File: src/spi_pkg.sv
// ----------------------------------------------------------------------------
// spi_pkg
// Shared types and constants of the shock pulse integrator.
// ----------------------------------------------------------------------------
package spi_pkg;

    // sample and record limits
    localparam int SAMPLE_W    = 16;
    localparam int SUM_W       = SAMPLE_W + 1;
    localparam int PERIOD_W    = 16;
    localparam int WAKE_W      = 3;
    localparam int MAX_SAMPLES = 2048;
    localparam int CNT_W       = 12;
    localparam int TERM_W      = SUM_W + PERIOD_W + 1;
    localparam int ACC_W       = 44;
    localparam int INTEG_W     = ACC_W - 1;
    localparam int DUR_W       = 27;
    localparam int DUR_PROD_W  = CNT_W + PERIOD_W;

    // register file
    localparam int APB_ADDR_W  = 3;
    localparam int APB_DATA_W  = 32;
    localparam logic [PERIOD_W-1:0] PERIOD_RST = 16'd1250;
    localparam logic [WAKE_W-1:0]   WAKE_RST   = 3'd0;

    typedef enum logic {
        REG_SAMPLE_PERIOD = 1'b0,
        REG_WAKE_SOURCE   = 1'b1
    } reg_idx_t;

    // wake-source flag positions
    localparam int WAKE_X_BIT = 0;
    localparam int WAKE_Y_BIT = 1;

    // accumulator and duration limits
    localparam logic signed [ACC_W-1:0] ACC_MAX = {1'b0, {(ACC_W-1){1'b1}}};
    localparam logic signed [ACC_W-1:0] ACC_MIN = {1'b1, {(ACC_W-1){1'b0}}};
    localparam logic [DUR_W-1:0]        DUR_MAX = {DUR_W{1'b1}};

    // item queue
    localparam int QUEUE_DEPTH = 4;
    localparam int QPTR_W      = 2;
    localparam int QCNT_W      = 3;

    // stream widths
    localparam int S_TDATA_W = 48;
    localparam int M_TDATA_W = 104;
    localparam int M_PAD_W   = M_TDATA_W - (INTEG_W + SAMPLE_W + CNT_W + DUR_W);

    // classified item from the front end
    typedef struct packed {
        logic [SAMPLE_W-1:0] cur;
        logic                rec_start;
        logic                rec_end;
    } entry_t;

    // tracker decision for one item
    typedef struct packed {
        logic                add;
        logic                clear;
        logic                emit;
        logic                sign_end;
        logic [SUM_W-1:0]    sum;
        logic [CNT_W-1:0]    count;
        logic [SAMPLE_W-1:0] max_val;
        logic [SAMPLE_W-1:0] min_val;
    } track_t;

    // after the multipliers
    typedef struct packed {
        logic                add;
        logic                clear;
        logic                emit;
        logic                sign_end;
        logic [TERM_W-1:0]   term;
        logic [CNT_W-1:0]    count;
        logic [DUR_W-1:0]    duration;
        logic [SAMPLE_W-1:0] max_val;
        logic [SAMPLE_W-1:0] min_val;
    } mul_t;

    // result fields waiting on the accumulator
    typedef struct packed {
        logic                emit;
        logic                sign_end;
        logic [CNT_W-1:0]    count;
        logic [DUR_W-1:0]    duration;
        logic [SAMPLE_W-1:0] max_val;
        logic [SAMPLE_W-1:0] min_val;
    } meta_t;

endpackage

File: src/spi_queue.sv
// ----------------------------------------------------------------------------
// spi_queue
// Short item queue between the front end and the tracker.
// ----------------------------------------------------------------------------
module spi_queue (
    input  logic            aclk,
    input  logic            aresetn,
    input  logic            push,
    input  spi_pkg::entry_t push_entry,
    input  logic            pop,
    output spi_pkg::entry_t pop_entry,
    output logic            empty,
    output logic            full
);

    spi_pkg::entry_t                   mem [spi_pkg::QUEUE_DEPTH];
    logic [spi_pkg::QPTR_W-1:0]        wr_ptr_reg, wr_ptr_next;
    logic [spi_pkg::QPTR_W-1:0]        rd_ptr_reg, rd_ptr_next;
    logic [spi_pkg::QCNT_W-1:0]        cnt_reg, cnt_next;

    assign empty     = (cnt_reg == '0);
    assign full      = (cnt_reg == spi_pkg::QCNT_W'(spi_pkg::QUEUE_DEPTH));
    assign pop_entry = mem[rd_ptr_reg];

    // pointer and fill bookkeeping
    always_comb begin
        wr_ptr_next = push ? wr_ptr_reg + 1'b1 : wr_ptr_reg;
        rd_ptr_next = pop ? rd_ptr_reg + 1'b1 : rd_ptr_reg;
        cnt_next    = cnt_reg;
        if (push && !pop) begin
            cnt_next = cnt_reg + 1'b1;
        end else if (pop && !push) begin
            cnt_next = cnt_reg - 1'b1;
        end
    end

    always_ff @(posedge aclk) begin
        if (!aresetn) begin
            wr_ptr_reg <= '0;
            rd_ptr_reg <= '0;
            cnt_reg    <= '0;
        end else begin
            wr_ptr_reg <= wr_ptr_next;
            rd_ptr_reg <= rd_ptr_next;
            cnt_reg    <= cnt_next;
        end
    end

    // storage
    always_ff @(posedge aclk) begin
        if (push) begin
            mem[wr_ptr_reg] <= push_entry;
        end
    end

endmodule

File: src/spi_front.sv
// ----------------------------------------------------------------------------
// spi_front
// Register file and input side: accepts items and picks the active axis.
// ----------------------------------------------------------------------------
module spi_front (
    input  logic                                 aclk,
    input  logic                                 aresetn,
    // register port
    input  logic                                 psel,
    input  logic                                 penable,
    input  logic                                 pwrite,
    input  logic [spi_pkg::APB_ADDR_W-1:0]       paddr,
    input  logic [spi_pkg::APB_DATA_W-1:0]       pwdata,
    output logic [spi_pkg::APB_DATA_W-1:0]       prdata,
    // input stream
    input  logic                                 s_tvalid,
    output logic                                 s_tready,
    input  logic [spi_pkg::S_TDATA_W-1:0]        s_tdata,
    input  logic                                 s_tuser,
    input  logic                                 s_tlast,
    // queue side
    input  logic                                 q_full,
    output logic                                 push,
    output spi_pkg::entry_t                      push_entry,
    output logic [spi_pkg::PERIOD_W-1:0]         period
);

    logic [spi_pkg::PERIOD_W-1:0] period_reg, period_next;
    logic [spi_pkg::WAKE_W-1:0]   wake_reg, wake_next;
    logic                         wr_en;
    spi_pkg::reg_idx_t            reg_sel;
    logic [spi_pkg::SAMPLE_W-1:0] x_sample, y_sample, z_sample;

    assign wr_en   = psel && penable && pwrite;
    assign reg_sel = spi_pkg::reg_idx_t'(paddr[2]);
    assign period  = period_reg;

    // register writes
    always_comb begin
        period_next = period_reg;
        wake_next   = wake_reg;
        if (wr_en) begin
            unique case (reg_sel)
                spi_pkg::REG_SAMPLE_PERIOD: begin
                    period_next = pwdata[spi_pkg::PERIOD_W-1:0];
                end
                spi_pkg::REG_WAKE_SOURCE: begin
                    wake_next = pwdata[spi_pkg::WAKE_W-1:0];
                end
                default: begin
                    period_next = period_reg;
                end
            endcase
        end
    end

    always_ff @(posedge aclk) begin
        if (!aresetn) begin
            period_reg <= spi_pkg::PERIOD_RST;
            wake_reg   <= spi_pkg::WAKE_RST;
        end else begin
            period_reg <= period_next;
            wake_reg   <= wake_next;
        end
    end

    // register reads
    always_comb begin
        unique case (reg_sel)
            spi_pkg::REG_SAMPLE_PERIOD: begin
                prdata = {{(spi_pkg::APB_DATA_W-spi_pkg::PERIOD_W){1'b0}}, period_reg};
            end
            spi_pkg::REG_WAKE_SOURCE: begin
                prdata = {{(spi_pkg::APB_DATA_W-spi_pkg::WAKE_W){1'b0}}, wake_reg};
            end
            default: begin
                prdata = '0;
            end
        endcase
    end

    // unpack and pick the axis: Y first, then X, else Z
    assign x_sample = s_tdata[15:0];
    assign y_sample = s_tdata[31:16];
    assign z_sample = s_tdata[47:32];

    always_comb begin
        if (wake_reg[spi_pkg::WAKE_Y_BIT]) begin
            push_entry.cur = y_sample;
        end else if (wake_reg[spi_pkg::WAKE_X_BIT]) begin
            push_entry.cur = x_sample;
        end else begin
            push_entry.cur = z_sample;
        end
        push_entry.rec_start = s_tuser;
        push_entry.rec_end   = s_tlast;
    end

    // handshake
    assign s_tready = !q_full;
    assign push     = s_tvalid && !q_full;

endmodule

File: src/spi_track.sv
// ----------------------------------------------------------------------------
// spi_track
// Record tracker: start, reference sign, extremes, count and end decision.
// ----------------------------------------------------------------------------
module spi_track (
    input  logic            aclk,
    input  logic            aresetn,
    input  logic            en,
    input  logic            q_empty,
    input  spi_pkg::entry_t q_entry,
    output logic            pop,
    output spi_pkg::track_t trk
);

    logic                                collecting_reg, collecting_next;
    logic [spi_pkg::CNT_W-1:0]           cnt_reg, cnt_next;
    logic signed [spi_pkg::SAMPLE_W-1:0] prev_reg, prev_next;
    logic                                ref_reg, ref_next;
    logic signed [spi_pkg::SAMPLE_W-1:0] max_reg, max_next;
    logic signed [spi_pkg::SAMPLE_W-1:0] min_reg, min_next;
    spi_pkg::track_t                     trk_reg, trk_next;

    logic signed [spi_pkg::SAMPLE_W-1:0] cur;
    logic                                neg;
    logic [spi_pkg::CNT_W-1:0]           cnt_inc;
    logic                                first_pair;

    assign pop        = en && !q_empty;
    assign trk        = trk_reg;
    assign cur        = $signed(q_entry.cur);
    assign neg        = q_entry.cur[spi_pkg::SAMPLE_W-1];
    assign cnt_inc    = cnt_reg + 1'b1;
    assign first_pair = (cnt_reg == spi_pkg::CNT_W'(1));

    // per-item decision
    always_comb begin
        collecting_next = collecting_reg;
        cnt_next        = cnt_reg;
        prev_next       = prev_reg;
        ref_next        = ref_reg;
        max_next        = max_reg;
        min_next        = min_reg;
        trk_next        = '0;
        if (pop) begin
            if (q_entry.rec_start) begin
                // new record seeds everything
                collecting_next  = !q_entry.rec_end;
                cnt_next         = spi_pkg::CNT_W'(1);
                prev_next        = cur;
                ref_next         = 1'b0;
                max_next         = cur;
                min_next         = cur;
                trk_next.clear   = 1'b1;
                trk_next.emit    = q_entry.rec_end;
                trk_next.count   = spi_pkg::CNT_W'(1);
                trk_next.max_val = cur;
                trk_next.min_val = cur;
            end else if (collecting_reg) begin
                if (!first_pair && (neg != ref_reg)) begin
                    // lobe ended by a sign change, sample not counted
                    collecting_next   = 1'b0;
                    trk_next.emit     = 1'b1;
                    trk_next.sign_end = 1'b1;
                    trk_next.count    = cnt_reg;
                    trk_next.max_val  = max_reg;
                    trk_next.min_val  = min_reg;
                end else begin
                    if (first_pair) begin
                        ref_next = neg;
                    end
                    if (cur > max_reg) begin
                        max_next = cur;
                    end
                    if (cur < min_reg) begin
                        min_next = cur;
                    end
                    prev_next        = cur;
                    cnt_next         = cnt_inc;
                    trk_next.add     = 1'b1;
                    trk_next.sum     = {prev_reg[spi_pkg::SAMPLE_W-1], prev_reg}
                                       + {cur[spi_pkg::SAMPLE_W-1], cur};
                    trk_next.count   = cnt_inc;
                    trk_next.max_val = max_next;
                    trk_next.min_val = min_next;
                    if (q_entry.rec_end
                        || (cnt_inc >= spi_pkg::CNT_W'(spi_pkg::MAX_SAMPLES))) begin
                        collecting_next = 1'b0;
                        trk_next.emit   = 1'b1;
                    end
                end
            end
        end
    end

    // control state
    always_ff @(posedge aclk) begin
        if (!aresetn) begin
            collecting_reg <= 1'b0;
            cnt_reg        <= '0;
            trk_reg        <= '0;
        end else begin
            collecting_reg <= collecting_next;
            cnt_reg        <= cnt_next;
            if (en) begin
                trk_reg <= trk_next;
            end
        end
    end

    // sample history
    always_ff @(posedge aclk) begin
        prev_reg <= prev_next;
        ref_reg  <= ref_next;
        max_reg  <= max_next;
        min_reg  <= min_next;
    end

endmodule

File: src/spi_accum.sv
// ----------------------------------------------------------------------------
// spi_accum
// Trapezoid term and duration multipliers, saturating accumulator and
// result register.
// ----------------------------------------------------------------------------
module spi_accum (
    input  logic                           aclk,
    input  logic                           aresetn,
    input  spi_pkg::track_t                trk,
    input  logic [spi_pkg::PERIOD_W-1:0]   period,
    output logic                           en,
    output logic                           m_tvalid,
    input  logic                           m_tready,
    output logic [spi_pkg::M_TDATA_W-1:0]  m_tdata,
    output logic                           m_tuser
);

    spi_pkg::mul_t                       mul_reg, mul_next;
    spi_pkg::meta_t                      meta_reg, meta_next;
    logic signed [spi_pkg::ACC_W-1:0]    acc_reg, acc_next;
    logic                                out_valid_reg, out_valid_next;
    logic [spi_pkg::M_TDATA_W-1:0]       out_data_reg, out_data_next;
    logic                                out_flag_reg, out_flag_next;

    logic signed [spi_pkg::TERM_W-1:0]   term_prod;
    logic [spi_pkg::DUR_PROD_W-1:0]      dur_prod;
    logic signed [spi_pkg::ACC_W:0]      acc_sum;
    logic signed [spi_pkg::ACC_W-1:0]    acc_sat;
    logic [spi_pkg::ACC_W-1:0]           half_sum;
    logic                                acc_pos;
    logic [spi_pkg::SAMPLE_W-1:0]        peak;

    // the back end freezes only while a result cannot be handed over
    assign en = !(meta_reg.emit && out_valid_reg && !m_tready);

    // multipliers
    assign term_prod = $signed(trk.sum) * $signed({1'b0, period});
    assign dur_prod  = trk.count * period;

    always_comb begin
        mul_next.add      = trk.add;
        mul_next.clear    = trk.clear;
        mul_next.emit     = trk.emit;
        mul_next.sign_end = trk.sign_end;
        mul_next.term     = term_prod;
        mul_next.count    = trk.count;
        mul_next.duration = (dur_prod > spi_pkg::DUR_PROD_W'(spi_pkg::DUR_MAX))
                            ? spi_pkg::DUR_MAX : dur_prod[spi_pkg::DUR_W-1:0];
        mul_next.max_val  = trk.max_val;
        mul_next.min_val  = trk.min_val;
    end

    // saturating accumulate
    assign acc_sum = {acc_reg[spi_pkg::ACC_W-1], acc_reg}
                     + {{(spi_pkg::ACC_W+1-spi_pkg::TERM_W){mul_reg.term[spi_pkg::TERM_W-1]}},
                        mul_reg.term};

    always_comb begin
        if (acc_sum[spi_pkg::ACC_W] != acc_sum[spi_pkg::ACC_W-1]) begin
            acc_sat = acc_sum[spi_pkg::ACC_W] ? spi_pkg::ACC_MIN : spi_pkg::ACC_MAX;
        end else begin
            acc_sat = acc_sum[spi_pkg::ACC_W-1:0];
        end
        if (mul_reg.clear) begin
            acc_next = '0;
        end else if (mul_reg.add) begin
            acc_next = acc_sat;
        end else begin
            acc_next = acc_reg;
        end
        meta_next.emit     = mul_reg.emit;
        meta_next.sign_end = mul_reg.sign_end;
        meta_next.count    = mul_reg.count;
        meta_next.duration = mul_reg.duration;
        meta_next.max_val  = mul_reg.max_val;
        meta_next.min_val  = mul_reg.min_val;
    end

    // halve toward zero and pick the peak
    assign half_sum = acc_reg + {{(spi_pkg::ACC_W-1){1'b0}}, acc_reg[spi_pkg::ACC_W-1]};
    assign acc_pos  = !acc_reg[spi_pkg::ACC_W-1] && (acc_reg != '0);
    assign peak     = acc_pos ? meta_reg.max_val : meta_reg.min_val;

    // result register
    always_comb begin
        out_valid_next = out_valid_reg;
        out_data_next  = out_data_reg;
        out_flag_next  = out_flag_reg;
        if (en && meta_reg.emit) begin
            out_valid_next = 1'b1;
            out_data_next  = {{spi_pkg::M_PAD_W{1'b0}}, meta_reg.duration, meta_reg.count,
                              peak, half_sum[spi_pkg::ACC_W-1:1]};
            out_flag_next  = meta_reg.sign_end;
        end else if (m_tready) begin
            out_valid_next = 1'b0;
        end
    end

    always_ff @(posedge aclk) begin
        if (!aresetn) begin
            mul_reg       <= '0;
            meta_reg      <= '0;
            acc_reg       <= '0;
            out_valid_reg <= 1'b0;
        end else begin
            if (en) begin
                mul_reg  <= mul_next;
                meta_reg <= meta_next;
                acc_reg  <= acc_next;
            end
            out_valid_reg <= out_valid_next;
        end
    end

    always_ff @(posedge aclk) begin
        out_data_reg <= out_data_next;
        out_flag_reg <= out_flag_next;
    end

    assign m_tvalid = out_valid_reg;
    assign m_tdata  = out_data_reg;
    assign m_tuser  = out_flag_reg;

endmodule

File: src/shock_pulse_integrator.sv
// ----------------------------------------------------------------------------
// shock_pulse_integrator
// Integrates the first lobe of a shock pulse on one accelerometer axis.
// ----------------------------------------------------------------------------
// channel   | direction | payload
// s_*       | in        | one sample: x, y, z, record start (tuser), end (tlast)
// m_*       | out       | integral, peak, count, duration, sign-change flag
// apb       | in/out    | sample_period at 0x0, wake_source at 0x4
//
// one item per cycle while the back end is not frozen; a result passes through the queue,
// tracker, multiplier, accumulator and result registers in that order
// synchronous active-low reset; no clearing pass, items accepted right away
// a result held on m_* freezes the back end once the next result waits behind it; the
// 4-entry queue keeps s_tready high until it fills
// ----------------------------------------------------------------------------
module shock_pulse_integrator (
    input  logic                           aclk,
    input  logic                           aresetn,
    // register port
    input  logic                           psel,
    input  logic                           penable,
    input  logic                           pwrite,
    input  logic [spi_pkg::APB_ADDR_W-1:0] paddr,
    input  logic [spi_pkg::APB_DATA_W-1:0] pwdata,
    output logic [spi_pkg::APB_DATA_W-1:0] prdata,
    output logic                           pready,
    // input stream
    input  logic                           s_tvalid,
    output logic                           s_tready,
    input  logic [spi_pkg::S_TDATA_W-1:0]  s_tdata,  // x_sample, y_sample, z_sample
    input  logic                           s_tuser,  // record_start
    input  logic                           s_tlast,  // record_end
    // result stream
    output logic                           m_tvalid,
    input  logic                           m_tready,
    output logic [spi_pkg::M_TDATA_W-1:0]  m_tdata,  // integral, peak, sample_count,
                                                     // duration, zero pad
    output logic                           m_tuser   // sign_change_end
);

    logic                          q_full;
    logic                          q_empty;
    logic                          push;
    logic                          pop;
    spi_pkg::entry_t               push_entry;
    spi_pkg::entry_t               pop_entry;
    logic [spi_pkg::PERIOD_W-1:0]  period;
    spi_pkg::track_t               trk;
    logic                          en;

    assign pready = 1'b1;

    // front end: registers, accept, axis select
    spi_front u_front (
        .aclk       (aclk),
        .aresetn    (aresetn),
        .psel       (psel),
        .penable    (penable),
        .pwrite     (pwrite),
        .paddr      (paddr),
        .pwdata     (pwdata),
        .prdata     (prdata),
        .s_tvalid   (s_tvalid),
        .s_tready   (s_tready),
        .s_tdata    (s_tdata),
        .s_tuser    (s_tuser),
        .s_tlast    (s_tlast),
        .q_full     (q_full),
        .push       (push),
        .push_entry (push_entry),
        .period     (period)
    );

    // queue between front and back
    spi_queue u_queue (
        .aclk       (aclk),
        .aresetn    (aresetn),
        .push       (push),
        .push_entry (push_entry),
        .pop        (pop),
        .pop_entry  (pop_entry),
        .empty      (q_empty),
        .full       (q_full)
    );

    // record tracking
    spi_track u_track (
        .aclk       (aclk),
        .aresetn    (aresetn),
        .en         (en),
        .q_empty    (q_empty),
        .q_entry    (pop_entry),
        .pop        (pop),
        .trk        (trk)
    );

    // arithmetic and result
    spi_accum u_accum (
        .aclk       (aclk),
        .aresetn    (aresetn),
        .trk        (trk),
        .period     (period),
        .en         (en),
        .m_tvalid   (m_tvalid),
        .m_tready   (m_tready),
        .m_tdata    (m_tdata),
        .m_tuser    (m_tuser)
    );

endmodule

File: config.mk
export PLATFORM = sky130hd
export DESIGN_NAME = shock_pulse_integrator
export DESIGN_NICKNAME = d
export VERILOG_FILES = /design/src/spi_pkg.sv /design/src/spi_queue.sv /design/src/spi_front.sv /design/src/spi_track.sv /design/src/spi_accum.sv /design/src/shock_pulse_integrator.sv
export SDC_FILE = /design/constraint.sdc
export NUM_CORES = 2
export LEC_CHECK = 0
export BUFFER_PORTS_ARGS = -buffer_cell sky130_fd_sc_hd__buf_2
export CORE_ASPECT_RATIO = 1.2
export CORE_MARGIN = 4
export CORE_UTILIZATION = 45
export CTS_BUF_LIST = sky130_fd_sc_hd__clkbuf_8 sky130_fd_sc_hd__clkbuf_16
export DETAILED_ROUTE_END_ITERATION = 10
export PLACE_DENSITY_LB_ADDON = 0.12
export SKIP_CTS_REPAIR_TIMING = 1
export SKIP_LAST_GASP = 1
export SLEW_MARGIN = 20
export SYNTH_ARGS = -nofsm -noshare
export SYNTH_HDL_FRONTEND = slang
export SYNTH_SLANG_ARGS = --single-unit
File: constraint.sdc
create_clock -name aclk -period 13.9 [get_ports aclk]
set_input_delay 0 -clock aclk [delete_from_list [all_inputs] [get_ports aclk]]
set_output_delay 0 -clock aclk [all_outputs]
set_load 0.01 [all_outputs]
# Yosys cells after proc, flatten, opt, wreduce, memory -nomap -nowiden
# Memory sizes are Yosys's and may differ from the RTL's. A register that Yosys moved wholly into a read port is not among the register bits.
# Cells that the tools add are included.
# word_totals
reg_bits	479
input_bits	92
output_inout_bits	140
memories	1
mem_bits_rw	72
elab_cells	145
# op_classes
n_eq_ne	5
reduce_logical	33
n_mul	2
order_cmp	4
muxes	52
n_bitwise	2
n_addsub	8
# memory_table
memory	words	width	read_ports	rd_clocked_by_memory_dff	wr	line	rtl
u_queue.mem	4	18	1	1	1	spi_queue.sv:16	spi_pkg::entry_t mem [spi_pkg::QUEUE_DEPTH];
# op_table
cell	count
2-to-1 mux 44 bit	6
2-to-1 mux 16 bit	14
2-to-1 mux 65 bit	1
case mux 32 bit (2 select lines)	1
2-to-1 mux 63 bit	1
adder 44 x 34 -> 45 bit	1
adder 44 x 1 -> 44 bit	1
nonzero test 44 bit	1
2-to-1 mux 12 bit	3
multiplier 17 x 17 -> 34 bit	1
greater-than comparator 28 x 27 -> 1 bit, second input constant	1
multiplier 12 x 16 -> 28 bit	1
2-to-1 mux 27 bit	1
2-to-1 mux 1 bit	19
2-to-1 mux 18 bit	1
adder 16 x 16 -> 17 bit	1
2-to-1 mux 17 bit	1
greater-than comparator 16 bit	1
less-than comparator 16 bit	1
adder 12 x 1 -> 12 bit, second input constant	1
equality test 12 x 1 -> 1 bit, second input constant	1
greater-or-equal comparator 12 bit, second input constant	1
logical AND 1 bit	11
nonzero test 2 bit	5
other kinds (15)	30

# Logic depth before layout (Yosys ltp)
# logic_depth
ltp_word	8
depth_mapped	25
ltp_nobuf	24

# Cells and area by module
# Synthesis repeated with hierarchy kept, for this count alone.
# unflattened
cells_unflattened	4741
hier_area_um2	43736.9
# modules_own_cells
module	area_each_um2	cells_each	n_inst	seq_area_each_um2
spi_accum	31509.0	3561	1	7517.2
spi_track	7724.9	867	1	3032.9
spi_queue	3084.2	137	1	2342.2
spi_front	1407.6	174	1	380.4
shock_pulse_integrator	11.3	2	1	0.0

# Worst setup path before layout
# No wires, ideal clock.
# synth_timing
path_type	reg-to-reg
from	reg u_track.trk_reg, in the netlist u_track.trk[37]
to	reg u_accum.mul_reg, in the netlist u_accum.meta_next[56]
synth_period_minus_slack_ps	6350
slack_ps	7550
t_required_ps	13841
arrival_time_ps	6292
path_buffers	3
stages_incl_launch_ff	23
cell_sequence	dfxtp_1 -> clkbuf_1 -> clkbuf_1 -> nand2_1 -> fa_1 -> fa_1 -> inv_1 -> fa_1 -> fa_1 -> inv_1 -> fa_1 -> inv_1 -> ha_1 -> a21o_1 -> a21o_1 -> a221o_1 -> and2_1 -> a311oi_1 -> nor2_1 -> a21oi_1 -> mux2i_1 -> clkbuf_1 -> o221a_2
# synth_between
elab_chain_cells	3
# synth_lines
item	line	rtl
start, declared	spi_track.sv:21	spi_pkg::track_t trk_reg, trk_next;
start signal, assigned	spi_track.sv:105	trk_reg <= trk_next;
multiplier 12 x 16 -> 28 bit (*)	spi_accum.sv:38	assign dur_prod = trk.count * period;
greater-than comparator 28 x 27 -> 1 bit	spi_accum.sv:47	mul_next.duration = (dur_prod > spi_pkg::DUR_PROD_W'(spi_pkg::DUR_MAX))
2-to-1 mux 27 bit (*)	spi_accum.sv:48	? spi_pkg::DUR_MAX : dur_prod[spi_pkg::DUR_W-1:0];
end signal, assigned	spi_accum.sv:107	mul_reg <= mul_next;
end, declared	spi_accum.sv:18	spi_pkg::mul_t mul_reg, mul_next;
# Mark *: on every way between the ends. The rest lies on a longest branch, timed or not.
# A chain may end at the register's enable or synchronous reset.

# Worst setup path in the final report
# layout_timing
from	reg u_track.trk_reg, in the netlist u_track.trk[52]
to	reg u_accum.mul_reg[104] (netlist name)
# layout_between
elab_chain_cells	1
# layout_lines
item	line	rtl
multiplier 17 x 17 -> 34 bit	spi_accum.sv:37	assign term_prod = $signed(trk.sum) * $signed({1'b0, period});
# No other way between the ends.

==> results.txt <==
----------------------------------------------------
[Cells and area]
  Share of cells above drive strength 1 ... 0.0962
  Most frequent standard cell in the layout excluding fill and tap cells ... nand2_1
  Diodes inserted ... 0
  Top library cells by usage in the layout, fill and taps aside ... 787 x nand2_1, 555 x inv_1, 422 x fa_1
  Final cell count without fillers ... 5844
  Count of nets after finishing ... 5330
  Max FFs per register ... 98
  Synthesis-to-layout area growth ... 11.0%

[GRT]
  Maximum number of pins on one net before global-route repair ... 133
  Wire length of the first global-routing pass ... 170000 um
  Overall track demand over capacity in global routing ... 0.217
  Sum of overflow across all layers after global routing ... 0
  Number of antenna violations at the first check in global routing ... 2
  Vias in the first global route ... 31500

[STA]
  Max transition margin ... 0.325
  Transition time at the pin with the least slew margin ... 1010 ps
  RSZ-0062 raised after global routing ... no
  Period utilisation layout ... 0.498
  Setup Total Neg Slack ... 0 ps
  Post-layout min period ... 6920 ps
  Final Setup Violations ... 0
  Max Slew Vio Count ... 0
  Worst setup skew after layout ... 47.8 ps
  Maximum frequency from static timing analysis ... 145 MHz
  Hold Violations, Final ... 4
  Worst Hold Slack ... -18.3 ps

[Logic synthesis]
  Share of flip-flops with an asynchronous set or reset ... 0
  Average cell area after synthesis ... 9.36 um^2
  Library cells used by synthesis ... 83
  Warnings, synthesis ... 0
  Post-Syn Area ... 41600 um^2
  Sequential element share of the synthesized area ... 0.319
  Syn Inst Count ... 4441
  Yosys reg bits ... 553
  Most common flop cell mapped by yosys ... dfxtp_1
  EDFF count, synth ... 220

[Outcome]
  Result of the run ... finished, violations left
  Violations in the final reports ... negative hold slack

[Clock network]
  Skew-Pair Late Insertion Delay ... 670 ps
  Clock tree root buffer cell ... clkbuf_16
  TritonCTS sink count ... 553
  Maximum clock path buffer count ... 3
  TritonCTS clock tree ... built
  Number of clock buffers inserted by TritonCTS ... 58
  Clock edge transition at the registers on the reported setup and hold paths ... 60 ps
  CTS H-tree lvls ... 2

[Routing]
  Routed wire length per instance ... 18.0 um
  Total via count in the routed design ... 30700
  Total wirelength of the detailed-routed design ... 105000 um
  ANT nets after route ... 0
  Drt pass-1 iters ... 7
  DRC violations left ... 0
  Post-DR vias/cell ... 5.26
  DRC marker count from the first detailed-route iteration ... 1660

[Critical path]
  Worst endpoint data arrival time ... 7470 ps
  Crit end category ... register
  Launching element of the worst setup path ... u_track.trk[52]$_SDFFE_PN0N_
  Logic depth of the worst register-to-register path ... 20
  Endpoint of the worst-slack reg-to-reg timing path ... u_accum.mul_reg[104]$_SDFFE_PN0N_
  Data required time at the worst endpoint ... 14450 ps
  Launching element type of the critical path ... register
  Peak fanout along the critical path ... 17
  Startpoint of the lowest-slack register-to-register path ... u_track.trk[52]$_SDFFE_PN0N_
  Flop2flop setup slack ... 6980 ps
  Worst Setup Path Type ... register to register

[Hold path]
  Hold path endpoint ... u_queue.mem[3][3]$_DFFE_PP_
  Class of the most critical hold timing path ... input pin to register
  Min-delay src ... s_tdata[1]
  Cells on Worst Hold Path ... 3

[Floorplan]
  Ports ... 232
  Total die area ... 97300 um^2
  Row cnt ... 121
  Floorplan Core Area ... 91100 um^2
  Die width ... 285 um
  Initial core utilization ... 0.456
  Vert. Die Dim ... 341 um

[Power]
  Worst IR Drop VDD ... 0.142 mV
  Static leakage power ... 19.7 nW
  Cell Pwr Density ... 116 nW/um^2

[Placed design]
  Post-detail-place hpwl ... 76000 um
  Number of placed instances with taps included ... 5676
  Placer's final routability congestion estimate ... 0.857
  Port bufs ... 190

[Run]
  Number of max-cap violations ... 0

----------------------------------------------------
-- cells by family (layout without fill, tap and decap cells) --
kind of cell | count (synthesis) | count (layout) | synth area share
AO/OA/AOI/OAI | 776 | 776 | 0.116
XOR/XNOR | 162 | 162 | 0.0341
other | 2 | 23 | 0.000181
multiplexers | 76 | 76 | 0.0245
flip-flops | 553 | 553 | 0.319
buffers and inverters | 799 | 951 | 0.0752
adder cells (fa/ha/maj) | 674 | 674 | 0.279
AND/OR/NAND/NOR | 1399 | 1399 | 0.152
-- area by class of cell --
type	count	area [um^2]
timing repair buffer	293	1870
multi-input combinational	3110	25300
fill	8728	45000
tap	1230	1540
inverter	548	2060
clock inverter	49	622
sequential	553	13300
clock buffer	61	1490
-- how the worst max path moves through the flow --
stage / to
after CTS: u_accum.mul_reg[98]$_SDFFE_PN0N_
after global routing: u_accum.mul_reg[98]$_SDFFE_PN0N_
after floorplan: u_accum.meta_next[56]$_SDFFE_PN0N_
after detailed placement: u_accum.meta_next[38]$_SDFFE_PN0N_
after global placement: u_accum.meta_next[45]$_SDFFE_PN0N_
final: u_accum.mul_reg[104]$_SDFFE_PN0N_
-- Yosys cell counts, drive strengths merged, types with 11 or more instances --
| master | count | area share |
|---|---|---|
| nand2 | 789 | 0.071 |
| inv | 547 | 0.049 |
| fa | 422 | 0.20 |
| dfxtp | 333 | 0.16 |
| a21oi | 299 | 0.036 |
| ha | 252 | 0.076 |
| edfxtp | 220 | 0.16 |
| clkbuf | 209 | 0.019 |
| and2 | 206 | 0.031 |
| o21ai | 200 | 0.025 |
| nor2 | 168 | 0.015 |
| xnor2 | 119 | 0.025 |
| nand3 | 60 | 0.0072 |
| a21o | 52 | 0.0094 |
| xor2 | 43 | 0.0091 |
| buf | 42 | 0.0068 |
| a22oi | 37 | 0.0068 |
| mux2 | 36 | 0.0098 |
| nor3 | 31 | 0.0040 |
| and3 | 28 | 0.0042 |
| nor2b | 28 | 0.0042 |
| o21a | 27 | 0.0049 |
| o221a | 26 | 0.0070 |
| mux2i | 23 | 0.0055 |
| nand4 | 23 | 0.0035 |
| nor4 | 20 | 0.0030 |
| a311oi | 19 | 0.0040 |
| mux4 | 17 | 0.0092 |
| o21bai | 17 | 0.0031 |
| a211oi | 13 | 0.0025 |
| a31oi | 11 | 0.0017 |
-- report_power, final --
group | internal (mW) | switching (mW)
clock network | 1.01 | 0.690
logic | 0.600 | 0.948
registers | 1.96 | 0.156
-- routing by layer --
metal	part of all wire	vias to the layer above	wire length [um]	track usage
met2	0.51	650	54100	0.400
met3	0.042	136	4460	0.0251
met5	0	-	0	0
met4	0.024	0	2580	0.0525
met1	0.42	15200	44300	0.272
li1	-	14800	-	-
-- metrics by stage --
step	utilization	total power [mW]	hold WS (ps)	area [um^2]	setup WS, ps
2_1_floorplan	-	3.23	98.9	41700	7550
3_3_place_gp	0.477	3.68	212	43500	6990
3_5_place_dp	0.477	3.70	215	43500	6970
4_1_cts	0.500	5.42	-453	45600	6990
5_1_grt	0.506	5.71	12.3	46200	6510
6_report	0.506	5.36	-18.3	46200	6980
-- worst max-delay path, cell delays in order (launching register included) --
cell and delay (ps):
dfxtp_1 970, and2_1 270, fa_1 450, fa_1 560, inv_1 60, fa_1 520
fa_1 520, fa_1 550, inv_1 60, fa_1 470, ha_1 390, a21o_1 210
a21o_1 170, a21oi_1 200, o21bai_1 170, nor4_1 270, nor2_1 120, a41o_1 270
o41ai_1 340, xnor2_1 180, o21ai_0 90
Note: power is estimated with default switching activity, not from simulation.
